**config.mk**
```make
export PLATFORM = sky130hd
export DESIGN_NAME = isotp_session_flow_control
export DESIGN_NICKNAME = d
export VERILOG_FILES = /design/src/design/isfc_pkg.sv /design/src/design/isotp_session_flow_control.sv
export SDC_FILE = /design/constraint.sdc
export NUM_CORES = 1
export LEC_CHECK = 0
export BUFFER_PORTS_ARGS = -buffer_cell sky130_fd_sc_hd__buf_4
export CORE_ASPECT_RATIO = 1.25
export CORE_MARGIN = 5
export CORE_UTILIZATION = 40
export CTS_BUF_LIST = sky130_fd_sc_hd__clkbuf_4 sky130_fd_sc_hd__clkbuf_8 sky130_fd_sc_hd__clkbuf_16
export DETAILED_ROUTE_END_ITERATION = 7
export PLACE_DENSITY = 0.55
export SETUP_SLACK_MARGIN = 0.05
export SLEW_MARGIN = 5
export SYNTH_ARGS = -nofsm -noshare
export SYNTH_HDL_FRONTEND = slang
export SYNTH_SLANG_ARGS = --single-unit
```
**constraint.sdc**
```tcl
create_clock -name clk_i -period 16.5 [get_ports clk_i]
set_input_delay 0.825 -clock clk_i [delete_from_list [all_inputs] [get_ports clk_i]]
set_output_delay 0.825 -clock clk_i [all_outputs]
set_load 0.005 [all_outputs]
```
**src/design/isfc_pkg.sv**
```systemverilog
// Package: payload structs, session modes, frame types and event codes.
package isfc_pkg;

  // Bound on a transmit request, in frames; the 10-bit frame_total tops out at 1023.
  localparam int unsigned MaxFrames = 1024;

  localparam logic [1:0] MODE_IDLE = 2'd0;
  localparam logic [1:0] MODE_RX   = 2'd1;
  localparam logic [1:0] MODE_TX   = 2'd2;

  localparam logic [1:0] FT_SINGLE = 2'd0;
  localparam logic [1:0] FT_FIRST  = 2'd1;
  localparam logic [1:0] FT_CONSEC = 2'd2;
  localparam logic [1:0] FT_FLOW   = 2'd3;

  localparam logic [1:0] FS_WAIT     = 2'd1;
  localparam logic [1:0] FS_OVERFLOW = 2'd2;

  localparam logic       CMD_FRAME   = 1'b0;
  localparam logic       CMD_REQUEST = 1'b1;

  localparam logic [1:0] EV_NONE    = 2'd0;
  localparam logic [1:0] EV_RX_DONE = 2'd1;
  localparam logic [1:0] EV_TX_DONE = 2'd2;
  localparam logic [1:0] EV_ERROR   = 2'd3;

  typedef struct packed {
    logic       command;
    logic [1:0] frame_type;
    logic [3:0] seq_num;
    logic [11:0] msg_len;
    logic [1:0] fc_status;
    logic [7:0] fc_blk_frames;
    logic [7:0] fc_sep_time;
    logic [9:0] frame_total;
  } in_t;

  typedef struct packed {
    logic       send_fc;
    logic [9:0] send_start;
    logic [9:0] send_count;
    logic [7:0] send_gap;
    logic [1:0] event_res;
    logic       abandoned;
  } out_t;

endpackage

```
**src/design/isotp_session_flow_control.sv**
```systemverilog
// ISO-TP session flow control: one session, idle / receiving / transmitting.
//
// One frame or transmit request is taken per clock while in_stall_o is low;
// its result is decided in the same cycle from the session registers and is
// registered in the output register, or in the skid register while the output
// is held; session state is updated on that same edge. A two-entry output
// buffer (output register plus skid register) lets an input transaction complete
// while a result still waits; in_stall_o rises only once both entries hold results.
module isotp_session_flow_control (
  input  logic              clk_i,
  input  logic              rst_ni,
  input  logic              in_valid_i,
  output logic              in_stall_o,
  input  isfc_pkg::in_t     in_data_i,
  output logic              out_valid_o,
  input  logic              out_stall_i,
  output isfc_pkg::out_t    out_data_o
);

  logic [1:0]  mode_q, mode_d;
  logic [3:0]  rx_seq_q, rx_seq_d;
  logic [11:0] rx_length_q, rx_length_d;
  logic [9:0]  rx_count_q, rx_count_d;
  logic [9:0]  tx_total_q, tx_total_d;
  logic [9:0]  tx_next_q, tx_next_d;

  isfc_pkg::out_t res;
  isfc_pkg::out_t main_q, main_d, skid_q, skid_d;
  logic main_valid_q, main_valid_d, skid_valid_q, skid_valid_d;

  logic accept, main_free;

  // receive datapath
  logic [3:0]  seq_inc;
  logic [9:0]  cnt_inc;
  logic [13:0] rx_covered;
  // transmit datapath
  logic [9:0]  remain, n_send, next_sum;

  assign accept    = in_valid_i && !skid_valid_q;
  assign main_free = !main_valid_q || !out_stall_i;

  assign seq_inc    = rx_seq_q + 4'd1;
  assign cnt_inc    = (rx_count_q == 10'h3ff) ? rx_count_q : rx_count_q + 10'd1;
  assign rx_covered = ({1'b0, cnt_inc, 3'b000} - {4'b0000, cnt_inc}) + 14'd6;

  assign remain   = (tx_next_q < tx_total_q) ? (tx_total_q - tx_next_q) : 10'd0;
  assign n_send   = (in_data_i.fc_blk_frames == 8'd0 ||
                     {2'b00, in_data_i.fc_blk_frames} > remain)
                    ? remain : {2'b00, in_data_i.fc_blk_frames};
  assign next_sum = tx_next_q + n_send;

  always_comb begin
    mode_d      = mode_q;
    rx_seq_d    = rx_seq_q;
    rx_length_d = rx_length_q;
    rx_count_d  = rx_count_q;
    tx_total_d  = tx_total_q;
    tx_next_d   = tx_next_q;
    res         = '0;

    if (in_data_i.command == isfc_pkg::CMD_REQUEST) begin
      res.abandoned = (mode_q == isfc_pkg::MODE_RX) || (mode_q == isfc_pkg::MODE_TX);
      mode_d = isfc_pkg::MODE_IDLE;
      if (in_data_i.frame_total == 10'd0 ||
          32'(in_data_i.frame_total) > isfc_pkg::MaxFrames) begin
        res.event_res = isfc_pkg::EV_ERROR;
      end else if (in_data_i.frame_type == isfc_pkg::FT_SINGLE) begin
        res.send_count = 10'd1;
        res.event_res  = isfc_pkg::EV_TX_DONE;
      end else if (in_data_i.frame_type == isfc_pkg::FT_FIRST) begin
        res.send_count = 10'd1;
        tx_total_d     = in_data_i.frame_total;
        tx_next_d      = 10'd1;
        mode_d         = isfc_pkg::MODE_TX;
      end else begin
        res.event_res = isfc_pkg::EV_ERROR;
      end
    end else if (mode_q == isfc_pkg::MODE_RX) begin
      if (in_data_i.frame_type == isfc_pkg::FT_CONSEC) begin
        rx_seq_d   = seq_inc;
        rx_count_d = cnt_inc;
        if (seq_inc != in_data_i.seq_num) begin
          res.event_res = isfc_pkg::EV_ERROR;
          mode_d        = isfc_pkg::MODE_IDLE;
        end else if (rx_covered >= {2'b00, rx_length_q}) begin
          res.event_res = isfc_pkg::EV_RX_DONE;
          mode_d        = isfc_pkg::MODE_IDLE;
        end
      end else begin
        res.event_res = isfc_pkg::EV_ERROR;
        mode_d        = isfc_pkg::MODE_IDLE;
      end
    end else if (mode_q == isfc_pkg::MODE_TX) begin
      if (in_data_i.frame_type == isfc_pkg::FT_FLOW) begin
        if (in_data_i.fc_status == isfc_pkg::FS_WAIT) begin
          // wait: hold the session
        end else if (in_data_i.fc_status == isfc_pkg::FS_OVERFLOW) begin
          res.event_res = isfc_pkg::EV_ERROR;
          mode_d        = isfc_pkg::MODE_IDLE;
        end else begin
          if (n_send != 10'd0) begin
            res.send_start = tx_next_q;
            res.send_count = n_send;
            res.send_gap   = in_data_i.fc_sep_time;
          end
          tx_next_d = next_sum;
          if (next_sum >= tx_total_q) begin
            res.event_res = isfc_pkg::EV_TX_DONE;
            mode_d        = isfc_pkg::MODE_IDLE;
          end
        end
      end
    end else begin
      // idle, and the unused mode code
      mode_d = isfc_pkg::MODE_IDLE;
      if (in_data_i.frame_type == isfc_pkg::FT_SINGLE) begin
        res.event_res = isfc_pkg::EV_RX_DONE;
      end else if (in_data_i.frame_type == isfc_pkg::FT_FIRST) begin
        rx_length_d = in_data_i.msg_len;
        rx_seq_d    = 4'd0;
        rx_count_d  = 10'd0;
        res.send_fc = 1'b1;
        mode_d      = isfc_pkg::MODE_RX;
      end else begin
        res.event_res = isfc_pkg::EV_ERROR;
      end
    end
  end

  // output buffer: skid entry fills only when the output register is held
  always_comb begin
    main_d       = main_q;
    main_valid_d = main_valid_q;
    skid_d       = skid_q;
    skid_valid_d = skid_valid_q;
    if (main_free) begin
      if (skid_valid_q) begin
        main_d       = skid_q;
        main_valid_d = 1'b1;
        skid_valid_d = 1'b0;
      end else begin
        main_d       = res;
        main_valid_d = accept;
      end
    end else if (accept) begin
      skid_d       = res;
      skid_valid_d = 1'b1;
    end
  end

  always_ff @(posedge clk_i or negedge rst_ni) begin
    if (!rst_ni) begin
      mode_q       <= isfc_pkg::MODE_IDLE;
      rx_seq_q     <= '0;
      rx_length_q  <= '0;
      rx_count_q   <= '0;
      tx_total_q   <= '0;
      tx_next_q    <= '0;
      main_valid_q <= 1'b0;
      skid_valid_q <= 1'b0;
    end else begin
      if (accept) begin
        mode_q      <= mode_d;
        rx_seq_q    <= rx_seq_d;
        rx_length_q <= rx_length_d;
        rx_count_q  <= rx_count_d;
        tx_total_q  <= tx_total_d;
        tx_next_q   <= tx_next_d;
      end
      main_valid_q <= main_valid_d;
      skid_valid_q <= skid_valid_d;
    end
  end

  always_ff @(posedge clk_i) begin
    main_q <= main_d;
    skid_q <= skid_d;
  end

  assign in_stall_o  = skid_valid_q;
  assign out_valid_o = main_valid_q;
  assign out_data_o  = main_q;

endmodule

```
## Word level (Yosys, flattened, before mapping)

Cells that the tools add are included.

| word-level totals | value |
|---|---|
| flip-flop bits (word level) | 114 |
| word-level logic and storage cells | 148 |

| operators by class | value |
|---|---|
| $add $sub $neg | 6 |
| order comparisons | 4 |
| equal/unequal tests | 22 |
| multiplexer cells | 69 |
| bitwise operators | 6 |
| reduce and logical (&&, ||, !) cells | 21 |

Operators with widths:

| kind | number |
|---|---|
| two-way mux 10 bit | 18 |
| two-way mux 28 bit | 3 |
| two-way mux 30 bit | 2 |
| two-way mux 2 bit | 24 |
| two-way mux 32 bit | 1 |
| two-way mux 29 bit | 1 |
| two-way mux 4 bit | 5 |
| adder 14 x 3 -> 14 bit, second input constant | 1 |
| greater-or-equal comparator 14 x 12 -> 1 bit | 1 |
| inequality test 2 bit, second input constant | 7 |
| subtractor 13 x 10 -> 14 bit | 1 |
| two-way mux 1 bit | 13 |
| AND reduction 6 bit | 2 |
| two-way mux 11 bit | 1 |
| adder 10 x 1 -> 10 bit, second input constant | 1 |
| adder 10 bit | 1 |
| equality test 10 bit, second input constant | 1 |
| greater-or-equal comparator 10 bit | 1 |
| > comparator 8 x 10 -> 1 bit | 1 |
| logical NOT 10 bit | 1 |
| less-than comparator 10 bit | 1 |
| inequality test 5 x 3 -> 1 bit, second input constant | 2 |
| AND reduction 5 bit | 2 |
| nonzero test 10 bit | 1 |
| 18 further kinds | 36 |

## Longest topological paths before layout

Gate-level depths: netlist (run 1).

| logic depth | value |
|---|---|
| depth in word-level cells | 15 |
| depth in mapped cells | 35 |
| gate-level depth less buffers | 34 |

## Worst setup path after synthesis (run 1)

Ideal clock, no wire load.

| timing path | value |
|---|---|
| kind | reg2reg |
| start | register tx_next_q[0] |
| end | register main_q (netlist bit out_data_o[2]) (data pin) |
| arrival time | 6.380 ns |
| data required time | 16.240 ns |
| slack | 9.861 ns |
| cell stages (with the launch flop) | 32 |
| path buffers | 0 |
| period minus slack after synthesis | 6.639 ns |
| path through | dfrtp_1 -> ha_1 -> fa_1 -> nand2b_1 -> a21oi_2 -> o2111ai_1 -> a21bo_2 -> or3_1 -> ha_1 -> and4_1 -> o21ai_0 -> a31oi_1 -> o211ai_1 -> a21oi_1 -> nor2_2 -> mux2_2 -> ha_1 -> a21oi_1 -> nand2_1 -> a21o_1 -> a21o_1 -> a21o_1 -> a21oi_1 -> xnor2_1 -> ha_1 -> o21ai_0 -> o21ai_0 -> a211oi_1 -> o21bai_1 -> a21boi_0 -> o21ai_0 -> mux2_2 |

RTL lines:

| what | line | text |
|---|---|---|
| start: declaration | isotp_session_flow_control.sv:25 | `logic [9:0] tx_next_q, tx_next_d;` |
| start signal: assignment | isotp_session_flow_control.sv:169 | `tx_next_q <= tx_next_d;` |
| end signal: assignment | isotp_session_flow_control.sv:177 | `main_q <= main_d;` |
| end: declaration | isotp_session_flow_control.sv:28 | `isfc_pkg::out_t main_q, main_d, skid_q, skid_d;` |

==> results.sh, run 1 <==
export IMPL_dieHeight_um=163
export IMPL_grt_pass1_wl_um=30100
export IMPL_cts_buffer_depth=2
export IMPL_multi_input_area_um2=3870
export IMPL_slew_headroom_pct=17.6
export IMPL_finalMaxSlewViolations=0
export IMPL_clock_sinks=114
export IMPL_holdBufCountCts=0
export IMPL_drc_errors=0
export IMPL_syn_area_um2=7440
export IMPL_status="complete, no violations"
export IMPL_grt_start_max_net_pins=55
export IMPL_drive_above_1_share_pct=16.8
export IMPL_fin_skew_ps=8.99
export IMPL_num_fill_cells=1734
export IMPL_hold_ws_ps=459
export IMPL_finalSetupTns_ps=0
export IMPL_nNetsFinal=986
export IMPL_ff_latch_area_um2=3170
export IMPL_hold_viol_final=0
export IMPL_worst_setup_path_start_kind="flop"
export IMPL_p_leak_nw=3.94
export IMPL_critPathMaxStageDelay_ps=440
export IMPL_setup_slack_ps=9050
export IMPL_cts_buffers=17
export IMPL_ios=85
export IMPL_arrival_ps=7600
export IMPL_crit_fanout=7
export IMPL_tightest_slew_ps=1230
export IMPL_synth_cells=788
export IMPL_coreArea_um2=18200
export IMPL_dpl_cell_area_um2=8270
export IMPL_vias_per_cell=5.42
export IMPL_pre_cts_ws_ps=9150
export IMPL_area_growth_pct=18.8
export IMPL_setup_violations=0
export IMPL_ant_nets=0
export IMPL_finalInstanceArea_um2=8840
export IMPL_syn_area_per_cell_um2=9.45
export IMPL_p_per_area_nw_per_um2=153
export IMPL_slowest_stage="fa_1"
export IMPL_hp_class="primary input to asynchronous set/reset pin"
export IMPL_finalCritPeriodShare_pct=45.1
export IMPL_core_rowCount=55
export IMPL_synth_edf_count=64
export IMPL_crit_required_ps=16650
export IMPL_start_util_pct=40.8
export IMPL_antennaDiodeCount=0
export IMPL_rsz0062_at_grt="no"
export IMPL_dieArea_um2=21500
export IMPL_synthArstFlopShare_pct=43.9
export IMPL_max_clock_freq_mhz=134
export IMPL_synth_fp_nets=904
export IMPL_cts_root_buf="clkbuf_16"
export IMPL_synth_distinct_cells=70
export IMPL_hpwlAfterDp_um=14100
export IMPL_die_width_um=132
export IMPL_critPathCaptureType="flop"
export IMPL_grt_total_usage_pct=17.2
export IMPL_ctsResizeCount=0
export IMPL_synth_seq_cells=114
export IMPL_totalWireLength_um=18500
export IMPL_firstDrtPassIters=4
export IMPL_grt_pass1_vias=5934
export IMPL_route_vias_total=6007
export IMPL_synth_warnings=0
export IMPL_cts_max_level=4
export IMPL_overflow=0
export IMPL_worstSetupPathType="flop to flop"
export IMPL_peakVddDrop_mv=0.0616
export IMPL_cap_violations=0
export IMPL_drtIter0Drc=380
export IMPL_cts_tree="yes"
export IMPL_synthFlopType="edfxtp_1"
export IMPL_antenna_found_initial=0
export IMPL_min_period_ps=7450
export IMPL_synth_seq_area_share_pct=42.6
export IMPL_path_clk_slew_ps=60
export IMPL_gp_congestion=0.923
export IMPL_clk_latency_ps=410
export IMPL_port_buffers=84
export IMPL_wl_per_cell_um=16.7
export IMPL_post_cts_buffers=0
-- flip-flops by register name (all words and copies together) (netlist names) --
name / cells
mode_q: 2
rx_seq_q: 4
rx_count_q: 10
out_valid_o: 1
rx_length_q: 12
in_stall_o: 1
skid_q: 32
out_data_o: 32
tx_total_q: 10
tx_next_q: 10
-- cell usage in the layout (no fill, tap or decap), types with 20 or more instances in the layout --
| master | instances |
|---|---|
| nand2_1 | 113 |
| buf_4 | 89 |
| inv_1 | 69 |
| edfxtp_1 | 64 |
| ha_1 | 63 |
| o21ai_0 | 62 |
| nor2_1 | 61 |
| dfrtp_1 | 49 |
| a21oi_1 | 31 |
| xnor2_1 | 20 |
| o31ai_1 | 20 |
-- Yosys cell counts, types with 4 or more instances --
cell type / count / area [um^2]
a211oi_1: 4 / 30.0
a21o_1: 17 / 128
a21oi_1: 31 / 155
a22o_1: 6 / 52.6
a31oi_1: 7 / 43.8
and2_1: 5 / 31.3
clkbuf_1: 18 / 67.6
dfrtp_1: 50 / 1250
edfxtp_1: 64 / 1920
ha_1: 63 / 788
inv_1: 69 / 259
mux2i_1: 4 / 40.0
nand2_1: 113 / 424
nand2b_1: 8 / 50.1
nand3_1: 12 / 60.1
nand4_1: 6 / 37.5
nor2_1: 62 / 233
nor2b_1: 11 / 68.8
nor3_1: 13 / 65.1
nor3b_1: 5 / 37.5
nor4_1: 5 / 31.3
o211ai_1: 6 / 45.0
o21a_1: 12 / 90.1
o21ai_0: 62 / 310
o31ai_1: 20 / 150
o31ai_2: 12 / 150
xnor2_1: 20 / 175
xor2_1: 14 / 123
-- final cells by class --
cell class | instances | share of cell area, %
Multi-Input combinational cell | 578 | 43.8
Sequential cell | 114 | 35.9
Clock inverter | 12 | 1.61
Tap cell | 228 | 3.23
Inverter | 70 | 2.97
Timing Repair Buffer | 89 | 7.56
Clock buffer | 18 | 4.90
-- routing by layer --
metal,vias up,GRT usage (%),part of all wire (%)
met5,-,0,0
met4,0,6.13,1.9
met3,33,3.43,5.1
met2,176,28.8,48
met1,2820,22.2,45
li1,2978,-,-
-- where the power goes --
part | switching, mW | internal, mW
combinational | 0.376 | 0.261
clock | 0.126 | 0.235
sequential | 0.0166 | 0.337
total | 0.519 | 0.833
-- through the flow --
step | utilization [%] | power, mW | std cells
final | 48.5 | 1.35 | 1109
after detailed placement | 45.3 | 0.986 | 1079
after global placement | 45.3 | 0.972 | 1079
after floorplan | - | 0.818 | 788
after CTS | 48.5 | 1.35 | 1109
after global routing | 48.5 | 1.46 | 1109
-- worst max-delay path: cells and delay by family (launching register included) --
| family | cells | cell delay (ps) |
|---|---|---|
| AOI/OAI and AO/OA | 19 | 3810 |
| xor gates and xnor gates | 1 | 260 |
| adders and majority gates | 5 | 1600 |
| DFF | 1 | 420 |
| muxes | 1 | 270 |
| and+or+nand+nor | 3 | 840 |
-- cell families (layout without fill, tap and decap cells) --
group,count (synthesis),after routing,share of synthesized area [%]
simple gates,261,261,16.1
xor+xnor,34,34,4.00
fa+ha+maj,65,65,11.1
flops,114,114,42.6
buf+inv,96,189,5.35
mux,7,7,0.992
compound gates,211,211,19.8
-- final timing paths --
path,from,endpoint,slack [ps],cells after the start
worst min register to register,rx_length_q[0]$_DFFE_PN0P_,rx_length_q[0]$_DFFE_PN0P_,500,2
worst max-delay path,tx_next_q[0]$_DFFE_PN0P_,out_data_o[2]$_DFFE_PN_,9050,29
max in group asynchronous,rst_ni,in_stall_o$_DFFE_PN0P_,15560,1
min in group clk_i,rx_length_q[0]$_DFFE_PN0P_,rx_length_q[0]$_DFFE_PN0P_,500,2
worst max register to register,tx_next_q[0]$_DFFE_PN0P_,out_data_o[2]$_DFFE_PN_,9050,29
worst min-delay path,rst_ni,rx_count_q[9]$_DFFE_PN0P_,460,1
(Power assumes the default switching activity.)
==> run 2: changes to the inputs <==
Settings changed: PLACE_DENSITY 0.55 to 0.57.
Clock period 16.5 ns to 6.2 ns, I/O delays scaled along.
==> run 2 against run 1 <==
Effect of this change: the flow now finishes with violations (negative setup slack); combinational power rose to 4.0 times the previous value; sequential share of layout area down 4.1 points; worst setup slack worse by 9300 ps; clock power rose to 3.0 times the previous value; register-to-register slack worse by 9300 ps; worst hold slack worse by 370 ps; global-route usage up 1.5 points; count of clock-buffer cells in the layout up 2; sequential power rose to 2.7 times the previous value; via count up 7.6%; final cell count up 9.8%; final area up 13%; critical path type unchanged; largest cell class unchanged; largest power group unchanged.
==> results.sh, run 2 (synthesis gave the netlist of run 1 again) <==
export IMPL_finalCritPeriodShare_pct=103
export IMPL_grt_total_usage_pct=18.7
export IMPL_violations="negative setup slack"
export IMPL_hp_class="primary input to flop"
export IMPL_peakVddDrop_mv=0.209
export IMPL_status="finished with violations"
export IMPL_setup_slack_ps=-203
export IMPL_hpwlAfterDp_um=14800
export IMPL_dieHeight_um=163
export IMPL_grt_start_max_net_pins=55
export IMPL_power_switching_mw=1.68
export IMPL_slew_headroom_pct=29.2
export IMPL_crit_path_start="tx_next_q[0]$_DFFE_PN0P_"
export IMPL_r2r_slack_ps=-200
export IMPL_firstDrtPassIters=5
export IMPL_routed_wl_met3_um=1190
export IMPL_crit_fanout=5
export IMPL_fin_skew_ps=11.5
export IMPL_internal_power_mw=2.91
export IMPL_pre_cts_ws_ps=-337
export IMPL_reg2reg_to="out_data_o[2]$_DFFE_PN_"
export IMPL_cts_buffers=17
export IMPL_drive_above_1_share_pct=30.0
export IMPL_share_seq_of_total_power_pct=20.4
export IMPL_hold_viol_final=0
export IMPL_ios=85
export IMPL_cts_max_level=4
export IMPL_top_layer="met4"
export IMPL_min_period_ps=6400
export IMPL_reg2reg_depth=29
export IMPL_worst_setup_path_start_kind="flop"
export IMPL_gp_congestion=0.899
export IMPL_cts_buffer_depth=2
export IMPL_coreArea_um2=18200
export IMPL_clk_latency_ps=420
export IMPL_vias_per_cell=5.31
export IMPL_grt_pass1_vias=6605
export IMPL_finalInstanceArea_um2=9980
export IMPL_worstSetupPathType="flop to flop"
export IMPL_port_buffers=84
export IMPL_cts_root_buf="clkbuf_16"
export IMPL_rsz0062_at_grt="yes"
export IMPL_ant_nets=0
export IMPL_grt_pass1_wl_um=32700
export IMPL_antenna_found_initial=0
export IMPL_max_clock_freq_mhz=156
export IMPL_area_growth_pct=34.1
export IMPL_drc_errors=0
export IMPL_endpoint="out_data_o[2]$_DFFE_PN_"
export IMPL_finalMaxSlewViolations=0
export IMPL_antennaDiodeCount=0
export IMPL_arrival_ps=6570
export IMPL_die_width_um=132
export IMPL_setup_violations=3
export IMPL_p_leak_nw=4.54
export IMPL_swShare_pct=36.6
export IMPL_cts_tree="yes"
export IMPL_crit_required_ps=6370
export IMPL_dpl_cell_area_um2=8940
export IMPL_worstReg2RegStart="tx_next_q[0]$_DFFE_PN0P_"
export IMPL_tightest_slew_ps=1060
export IMPL_p_comb_share_pct=55.8
export IMPL_core_rowCount=55
export IMPL_overflow=0
export IMPL_slowest_stage="dfrtp_1"
export IMPL_cap_violations=0
export IMPL_clock_sinks=114
export IMPL_path_clk_slew_ps=60
export IMPL_drtIter0Drc=352
export IMPL_nNetsFinal=1093
export IMPL_critPathMaxStageDelay_ps=410
export IMPL_totalWireLength_um=20000
export IMPL_clkPwrFrac_pct=23.7
export IMPL_layout_common_cells="193 x buf_4, 112 x nand2_1, 67 x inv_1"
export IMPL_wl_met2_um=9130
export IMPL_final_common_cell="buf_4"
export IMPL_start_util_pct=40.8
export IMPL_p_per_area_nw_per_um2=460
export IMPL_dieArea_um2=21500
export IMPL_critPathCaptureType="flop"
export IMPL_wl_met1_um=8980
export IMPL_route_vias_total=6464
export IMPL_wl_per_cell_um=16.4
==> run 2: cell count changes in the layout (fill, tap and decap cells not counted), sizes merged <==
cell / before / now
bufinv: 3 / 5
clkinv: 9 / 7
dlygate4sd3: 0 / 1
buf: 89 / 195
clkbuf: 18 / 20
==> run 2: worst max-delay path: cells and delay by family (launching register included) <==
family | cells | cell delay (ps)
compound gates | 18 | 3160
xor+xnor | 1 | 170
mux | 1 | 260
fa+ha+maj | 5 | 1340
flops | 1 | 410
simple gates | 4 | 820
==> run 2: through the flow <==
| step | cells | setup TNS, ps | util, % | power [mW] | hold slack, ps |
|---|---|---|---|---|---|
| after global placement | 1159 | -183 | 49.0 | 3.08 | 393 |
| after CTS | 1215 | -181 | 54.1 | 4.45 | 85.0 |
| after floorplan | 788 | -16.4 | - | 2.24 | 14.4 |
| after global routing | 1218 | -1670 | 54.7 | 4.90 | 100 |
| final | 1218 | -544 | 54.7 | 4.59 | 93.0 |
| after detailed placement | 1159 | -629 | 49.0 | 3.13 | 409 |
==> run 2: worst min path at each step <==
stage,depth (start not counted),endpoint,start
after floorplan,0,in_stall_o$_DFFE_PN0P_,rst_ni
after global placement,1,rx_count_q[5]$_DFFE_PN0P_,rst_ni
after detailed placement,1,rx_count_q[5]$_DFFE_PN0P_,rst_ni
after CTS,3,rx_length_q[10]$_DFFE_PN0P_,in_data_i[38]
after global routing,3,rx_length_q[4]$_DFFE_PN0P_,in_data_i[32]
final,3,rx_length_q[8]$_DFFE_PN0P_,in_data_i[36]
==> run 2: per-layer routing <==
metal | global-route usage [%] | vias up
li1 | - | 3197
met1 | 23.8 | 3013
met2 | 30.0 | 204
met3 | 4.64 | 50
met4 | 8.75 | 0
met5 | 0 | -
==> run 2: power groups by stage <==
stage,Clock (mW),Combinational (mW),Sequential (mW)
final,1.09,2.56,0.938
after global routing,1.14,2.81,0.949
after CTS,1.11,2.41,0.938
after detailed placement,0,2.18,0.952
after global placement,0,2.13,0.949
after floorplan,0,1.30,0.947
==> run 2: layout make-up <==
type                       count  area (um^2)
tap                          228          285
multi-input combinational    578         4110
timing repair buffer         196         1480
clock buffer                  20          454
sequential                   114         3170
fill                        1613         8260
inverter                      70          263
clock inverter                12          206
==> run 2: repair_timing <==
| action | CTS | global route |
|---|---|---|
| endpoints found under the setup margin | 4 | 6 |
| hold buffers | 1 | 0 |
| pin swaps | 27 | 17 |
| hold endpoints to repair | 50 | 0 |
| setup buffers | 23 | 7 |
| resized for setup | 18 | 22 |
| gates cloned | 0 | 0 |
